--- src/hdl/wts_pkg.sv ---
// ----------------------------------------------------------------------------
// wts_pkg
// Shared constants, controller states, command and status types for the
// window trend statistics block.
// ----------------------------------------------------------------------------
package wts_pkg;

    localparam int CFG_W            = 7;
    localparam logic [CFG_W-1:0] PERIOD_RST = 7'd7;
    localparam int WINDOW_MAX_DEF   = 64;
    localparam int SAMPLE_WIDTH_DEF = 24;
    localparam int RES_W            = 24;
    localparam int SWT_W            = 16;
    localparam int PCT_SCALE        = 100;
    localparam int SQB_W            = $clog2(RES_W);
    localparam int DRAIN_LEN        = 3;
    localparam int OUT_FW           = 3 * RES_W + 1 + SWT_W;
    localparam int OUT_DW           = ((OUT_FW + 7) / 8) * 8;
    localparam int OUT_UW           = 3;

    typedef enum logic [3:0] {
        ST_IDLE,
        ST_WALK,
        ST_DRAIN,
        ST_MUL,
        ST_SUB,
        ST_SQ_T,
        ST_SQ_S,
        ST_SQ_C,
        ST_WAIT,
        ST_DONE
    } t_state;

    typedef enum logic [1:0] {
        TREND_NONE = 2'd0,
        TREND_RISE = 2'd1,
        TREND_FALL = 2'd2
    } t_trend;

    typedef struct packed {
        logic             load;
        logic             rd;
        logic             first;
        logic             mul;
        logic             sub;
        logic             div_start;
        logic             sq_t;
        logic             sq_s;
        logic             sq_c;
        logic [SQB_W-1:0] sq_bit;
        logic             finish;
    } t_cmd;

    typedef struct packed {
        logic div_busy;
        logic out_free;
    } t_stat;

endpackage

--- src/hdl/wts_ctrl.sv ---
// ----------------------------------------------------------------------------
// wts_ctrl
// Sequencer: accept, window walk, variance, bitwise root search, finish.
// ----------------------------------------------------------------------------
module wts_ctrl #(
    parameter int WINDOW_MAX = wts_pkg::WINDOW_MAX_DEF
) (
    input  logic                            i_clk,
    input  logic                            i_rst_n,
    input  logic                            i_s_tvalid,
    output logic                            o_s_tready,
    input  logic [$clog2(WINDOW_MAX+1)-1:0] i_walk_len,
    input  wts_pkg::t_stat                  i_stat,
    output wts_pkg::t_cmd                   o_cmd
);

    import wts_pkg::*;

    localparam int PW = $clog2(WINDOW_MAX + 1);

    t_state           r_state, n_state;
    logic [PW-1:0]    r_cnt, n_cnt;
    logic [1:0]       r_dcnt, n_dcnt;
    logic [SQB_W-1:0] r_bit, n_bit;
    logic             r_first, n_first;

    always_ff @(posedge i_clk) begin
        if (!i_rst_n) begin
            r_state <= ST_IDLE;
            r_cnt   <= '0;
            r_dcnt  <= '0;
            r_bit   <= '0;
            r_first <= 1'b0;
        end else begin
            r_state <= n_state;
            r_cnt   <= n_cnt;
            r_dcnt  <= n_dcnt;
            r_bit   <= n_bit;
            r_first <= n_first;
        end
    end

    always_comb begin
        n_state      = r_state;
        n_cnt        = r_cnt;
        n_dcnt       = r_dcnt;
        n_bit        = r_bit;
        n_first      = r_first;
        o_s_tready   = 1'b0;
        o_cmd        = '0;
        o_cmd.sq_bit = r_bit;
        case (r_state)
            ST_IDLE: begin
                o_s_tready = 1'b1;
                if (i_s_tvalid) begin
                    o_cmd.load = 1'b1;
                    n_cnt      = i_walk_len;
                    n_first    = 1'b1;
                    n_state    = ST_WALK;
                end
            end
            ST_WALK: begin
                // oldest entry first, newest last
                o_cmd.rd    = 1'b1;
                o_cmd.first = r_first;
                n_first     = 1'b0;
                if (r_cnt == '0) begin
                    n_dcnt  = 2'(DRAIN_LEN - 1);
                    n_state = ST_DRAIN;
                end else begin
                    n_cnt = r_cnt - 1'b1;
                end
            end
            ST_DRAIN: begin
                if (r_dcnt == '0) begin
                    n_state = ST_MUL;
                end else begin
                    n_dcnt = r_dcnt - 1'b1;
                end
            end
            ST_MUL: begin
                o_cmd.mul       = 1'b1;
                o_cmd.div_start = 1'b1;
                n_state         = ST_SUB;
            end
            ST_SUB: begin
                o_cmd.sub = 1'b1;
                n_bit     = SQB_W'(RES_W - 1);
                n_state   = ST_SQ_T;
            end
            ST_SQ_T: begin
                o_cmd.sq_t = 1'b1;
                n_state    = ST_SQ_S;
            end
            ST_SQ_S: begin
                o_cmd.sq_s = 1'b1;
                n_state    = ST_SQ_C;
            end
            ST_SQ_C: begin
                o_cmd.sq_c = 1'b1;
                if (r_bit == '0) begin
                    n_state = ST_WAIT;
                end else begin
                    n_bit   = r_bit - 1'b1;
                    n_state = ST_SQ_T;
                end
            end
            ST_WAIT: begin
                if (!i_stat.div_busy) begin
                    n_state = ST_DONE;
                end
            end
            ST_DONE: begin
                if (i_stat.out_free) begin
                    o_cmd.finish = 1'b1;
                    n_state      = ST_IDLE;
                end
            end
            default: begin
                n_state = ST_IDLE;
            end
        endcase
    end

    a_accept_walk: assert property (@(posedge i_clk) disable iff (!i_rst_n)
        (i_s_tvalid && o_s_tready) |=> (r_state == ST_WALK))
        else $error("walk did not follow an accepted transfer");

    a_finish_free: assert property (@(posedge i_clk) disable iff (!i_rst_n)
        o_cmd.finish |-> i_stat.out_free)
        else $error("result loaded while output register occupied");

    a_div_idle: assert property (@(posedge i_clk) disable iff (!i_rst_n)
        o_cmd.div_start |-> !i_stat.div_busy)
        else $error("divider restarted while busy");

    a_root_end: assert property (@(posedge i_clk) disable iff (!i_rst_n)
        (r_state == ST_SQ_C && r_bit == '0) |=> (r_state == ST_WAIT))
        else $error("root search did not end after the last bit");

endmodule

--- config.mk ---
export PLATFORM = sky130hd
export DESIGN_NAME = wts_ctrl
export DESIGN_NICKNAME = d
export VERILOG_FILES = /design/src/hdl/wts_pkg.sv /design/src/hdl/wts_ctrl.sv
export SDC_FILE = /design/constraint.sdc
export NUM_CORES = 1
export LEC_CHECK = 0
export BUFFER_PORTS_ARGS = -buffer_cell sky130_fd_sc_hd__buf_2
export CAP_MARGIN = 20
export CORE_ASPECT_RATIO = 0.7
export CORE_MARGIN = 2
export CORE_UTILIZATION = 53
export CTS_CLUSTER_DIAMETER = 60
export CTS_CLUSTER_SIZE = 12
export DETAILED_ROUTE_END_ITERATION = 7
export GPL_ROUTABILITY_DRIVEN = 0
export GPL_TIMING_DRIVEN = 0
export HOLD_SLACK_MARGIN = 0.15
export PLACE_DENSITY = 0.78
export SLEW_MARGIN = 20
export SYNTH_ARGS = -nofsm -noshare
export SYNTH_HDL_FRONTEND = slang
export SYNTH_SLANG_ARGS = --single-unit
--- constraint.sdc ---
create_clock -name i_clk -period 2.3 [get_ports i_clk]
set_input_delay 0.46 -clock i_clk [delete_from_list [all_inputs] [get_ports i_clk]]
set_output_delay 0.46 -clock i_clk [all_outputs]
set_load 0.05 [all_outputs]
## Word level (Yosys, flattened, before mapping)

Cells that the tools add are included.

- Reductions and logical operators: 12
- Add/subtract/negate cells: 3
- Eq/ne operators: 17
- Muxes and demuxes: 28

Operators by type and width:

| cell | number |
|---|---|
| $pmux 4 s10 | 1 |
| $mux 4 | 6 |
| $eq 4x3->1 const B | 4 |
| $ne 2x2->1 const B | 8 |
| $mux 7 | 2 |
| $pmux 7 s2 | 1 |
| $mux 1 | 11 |
| $pmux 5 s2 | 1 |
| $eq 4x2->1 const B | 2 |
| $eq 4x4->1 const B | 2 |
| $logic_not 7->1 | 1 |
| $sub 7x1->7 const B | 1 |
| $mux 2 | 3 |
| $reduce_and 3->1 | 2 |
| $reduce_bool 2->1 | 3 |
| $logic_not 5->1 | 1 |
| $mux 5 | 1 |
| $reduce_and 5->1 | 1 |
| $sub 5x1->5 const B | 1 |
| $eq 4x1->1 const B | 1 |
| $logic_not 4->1 | 1 |
| $pmux 2 s2 | 1 |
| $reduce_and 2->1 | 2 |
| $logic_not 2->1 | 1 |
| 2 further kinds | 2 |

- Bits of input ports: 12
- Register bits: 19
- Output and inout bits: 16
- Logic and storage cells: 65

## Logic depth before layout (Yosys ltp)

- Depth in word-level cells: 3
- Gate-level depth with buffers: 6
- Gate-level depth less buffers: 6

## Worst setup path after synthesis

No wires, ideal clock.

- Path type: register to output
- Start: register r_state[0]
- End: output port o_cmd[11] (netlist bit)
- Path slack: -0.243 ns
- Path buffers: 2
- Data required time: 1.840 ns
- Cell stages (with the launch flop): 5
- Arrival time: 2.083 ns
- Path through: dfxtp_1 -> buf_2 -> nand2_1 -> nor3_1 -> buf_4

RTL lines:

| element | RTL line | text |
|---|---|---|
| start, declared | wts_ctrl.sv:21 | `t_state r_state, n_state;` |
| start signal, assigned | wts_ctrl.sv:35 | `r_state <= n_state;` |
| end, declared | wts_ctrl.sv:14 | `output wts_pkg::t_cmd o_cmd` |

==> flow_metrics.env <==
export IMPL_warnings_from_yosys=0
export IMPL_postSynthRegisterBits=19
export IMPL_via_total_after_detailed_routing=1333
export IMPL_drc_errors=0
export IMPL_post_cts_buffers=0
export IMPL_fin_skew_ns=0.002028
export IMPL_period_share_pct=96.79
export IMPL_syn_avg_cell_area_sq_um=8.105
export IMPL_grt_first_pass_wirelength_um=5492
export IMPL_synth_enable_flop_cells=0
export IMPL_worst_skew_pair_late_latency_ns=0.31
export IMPL_io_pins=28
export IMPL_drive_gt1_share_pct=28.19
export IMPL_crit_path_cell_trace="or4b_4, inv_4, and2_1, clkbuf_4"
export IMPL_cell_internal_pwr_mw=0.9163
export IMPL_floorplan_die_width_um=62.57
export IMPL_net_switching_power_mw=0.9363
export IMPL_synthFlopType="sky130_fd_sc_hd__dfxtp_1"
export IMPL_global_route_usage_total_pct=25.27
export IMPL_drt_iter0_drc=88
export IMPL_swShare_pct=50.54
export IMPL_power_density_nw_per_um2=1236
export IMPL_area_of_the_core_sq_um=2207
export IMPL_worstPathMaxFanout=8
export IMPL_dp_slack_ns=0.2710
export IMPL_fp_dieArea_sq_um=2815
export IMPL_detail_route_vias_per_cell=6.059
export IMPL_cts_tree="built"
export IMPL_diodes=0
export IMPL_run_status="complete, no violations"
export IMPL_tightest_slew_ns=0.8058
export IMPL_max_cap_violations=0
export IMPL_height_of_the_chip_um=45.00
export IMPL_slew_viol_final=0
export IMPL_cts_inserted_buffers=3
export IMPL_finalInstanceArea_sq_um=1499
export IMPL_final_net_count=205
export IMPL_grt_setup_unrepaired="no"
export IMPL_post_drt_wl_per_cell_um=14.75
export IMPL_place_port_buffers=27
export IMPL_timing_final_ws_setup_ns=0.07382
export IMPL_synth_sequential_area_ratio_pct=29.89
export IMPL_synthCells=157
export IMPL_power_share_combinational_pct=61.9
export IMPL_place_hpwl_um=2529
export IMPL_async_s_r_ff_share_synth_pct=0
export IMPL_crit_path_top_delay_cell="sky130_fd_sc_hd__or4b_4"
export IMPL_critical_path_arrival_ns=1.77
export IMPL_cts_root_buffer_cell="sky130_fd_sc_hd__clkbuf_4"
export IMPL_report_final_hold_viol_count=0
export IMPL_tns_ns=0
export IMPL_end_kind="primary output"
export IMPL_area_growth_pct=17.80
export IMPL_cts_buffer_depth=2
export IMPL_min_delay_path_class="primary input to flop"
export IMPL_grt_max_degree=11
export IMPL_max_freq_ghz=0.4492
export IMPL_synth_cell_area_sq_um=1272
export IMPL_largest_stage_delay_on_the_critical_path_ns=0.61
export IMPL_number_of_global_route_vias_before_repair=1211
export IMPL_final_core_utilization_pct=67.91
export IMPL_number_of_h_tree_levels=1
export IMPL_setup_worst_path_class="flop to primary output"
export IMPL_fill_cells=193
export IMPL_post_dp_cell_area_sq_um=1461
export IMPL_drtPass1Iterations=4
export IMPL_antenna_found_initial=0
export IMPL_p_seq_share_pct=28.4
export IMPL_power_share_clock_pct=9.7
export IMPL_clk_pin_slew_worst_paths_ns=0.11
export IMPL_netlist_cell_type_count=49
export IMPL_timing_critical_path_from_type="flop"
export IMPL_maxSlewHeadroom_pct=45.52
export IMPL_initial_core_util_pct=57.65
export IMPL_floorplan_rows=14
export IMPL_drt_wl_total_um=3244
export IMPL_cts_sinks=19
export IMPL_post_route_min_period_ns=2.226
export IMPL_critical_path_required_ns=1.84
export IMPL_setup_viol=0
export IMPL_overall_power_of_the_completed_layout_mw=1.853
export IMPL_gr_total_overflow=0
export IMPL_power_ir_vdd_worst_v=0.0005616
export IMPL_ant_nets=0
export IMPL_net_count_after_synthesis=173
export IMPL_p_leak_nw=0.6431
[layout by cell type (no fill, tap or decap), types with 2 or more instances in the layout]
cell,instances
sky130_fd_sc_hd__nand2b_1,5
sky130_fd_sc_hd__clkbuf_4,4
sky130_fd_sc_hd__o31ai_1,2
sky130_fd_sc_hd__clkbuf_1,4
sky130_fd_sc_hd__buf_2,29
sky130_fd_sc_hd__or3_1,2
sky130_fd_sc_hd__ha_1,4
sky130_fd_sc_hd__or2_2,2
sky130_fd_sc_hd__nand3_1,4
sky130_fd_sc_hd__nor4b_1,2
sky130_fd_sc_hd__inv_1,10
sky130_fd_sc_hd__nand2_2,3
sky130_fd_sc_hd__nor3_1,9
sky130_fd_sc_hd__dfxtp_1,18
sky130_fd_sc_hd__o2bb2ai_1,2
sky130_fd_sc_hd__nand2_1,13
sky130_fd_sc_hd__nor2_1,11
sky130_fd_sc_hd__a31oi_1,2
sky130_fd_sc_hd__a311oi_1,2
sky130_fd_sc_hd__o21ai_0,4
sky130_fd_sc_hd__and2_1,3
sky130_fd_sc_hd__nor3_2,2
sky130_fd_sc_hd__and3_1,2
sky130_fd_sc_hd__o22ai_1,4
sky130_fd_sc_hd__mux2i_1,2
sky130_fd_sc_hd__o311a_1,2
sky130_fd_sc_hd__or4b_4,2
sky130_fd_sc_hd__a21oi_1,10
sky130_fd_sc_hd__a211oi_1,5
[stage by stage]
stage               hold slack [ns]  cells
finish                       0.4034    220
global route                 0.4451    220
CTS                          0.4049    220
detailed placement           0.4418    216
global placement             0.4405    216
floorplan                    0.4317    157
[timing repair]
| action | CTS | global route |
|---|---|---|
| hold buffers | 0 | 0 |
| setup endpoints to repair | 2 | 2 |
| gates resized for setup | 1 | 3 |
[layout make-up]
type / instances / area, sq um / share of cell area, %
plain buffers: 8 / 45.04 / 3.005
repair buffers: 27 / 137.6 / 9.182
multi-input cells: 118 / 820.8 / 54.76
inverters: 12 / 47.55 / 3.172
flip-flops and latches: 19 / 381.6 / 25.46
clock buffers: 4 / 26.28 / 1.753
well taps: 32 / 40.04 / 2.671
[power groups by stage]
stage               registers, mW  clock network, mW  logic (mW)
floorplan                   0.521                  0       0.893
finish                      0.526              0.179        1.15
detailed placement          0.530                  0        1.12
global placement            0.522                  0        1.09
CTS                         0.524              0.180        1.13
global route                0.543              0.189        1.24
[final timing paths]
path	startpoint	to	slack (ns)	cells after the start
max	r_state[2]	o_cmd[12]	0.07	4
min	i_walk_len[5]	r_cnt[5]	0.40	3
max reg2reg	r_bit[0]	r_bit[2]	0.24	6
min reg2reg	r_first	r_first	0.46	2
[metal layers]
layer	vias up	global-route usage, %	wire length [um]
li1	649	-	-
met1	613	33.80	1428
met2	65	42.15	1486
met3	6	4.988	285
met4	0	8.444	44
met5	-	0	0
[logic make-up (layout without fill, tap and decap cells)]
kind of cell / after synthesis / count (layout) / synth area share (%)
AO/OA/AOI/OAI: 43 / 43 / 25.96
multiplexers: 2 / 2 / 1.573
XOR/XNOR: 1 / 1 / 0.6884
buffers and inverters: 20 / 51 / 7.079
adder cells (fa/ha/maj): 4 / 4 / 3.933
flip-flops: 19 / 19 / 29.89
AND/OR/NAND/NOR: 68 / 68 / 30.88
[cells in the mapped netlist, drive strengths merged, types with 3 or more instances]
| cell type | number | area [sq um] |
|---|---|---|
| o21ai | 5 | 28.78 |
| o22ai | 4 | 25.02 |
| buf | 5 | 33.78 |
| or3 | 3 | 23.77 |
| inv | 11 | 41.29 |
| dfxtp | 19 | 380.4 |
| nor3 | 11 | 55.05 |
| and2 | 3 | 18.77 |
| ha | 4 | 50.05 |
| a211oi | 6 | 50.05 |
| nand3 | 4 | 20.02 |
| nand2b | 5 | 31.28 |
| a21oi | 10 | 50.05 |
| clkbuf | 3 | 11.26 |
| nor2 | 11 | 41.29 |
| nand2 | 16 | 67.57 |
[sequential cells by signal (all words and copies together) (netlist names)]
| register | cells |
|---|---|
| r_dcnt | 2 |
| r_state | 4 |
| r_first | 1 |
| r_cnt | 7 |
| r_bit | 5 |
[critical path, delay by kind of cell (launching register included)]
| family | cells | cell delay [ns] |
|---|---|---|
| buf+inv | 2 | 0.35 |
| flops | 1 | 0.37 |
| simple gates | 2 | 0.74 |
Note: power is estimated with default switching activity, not from simulation.
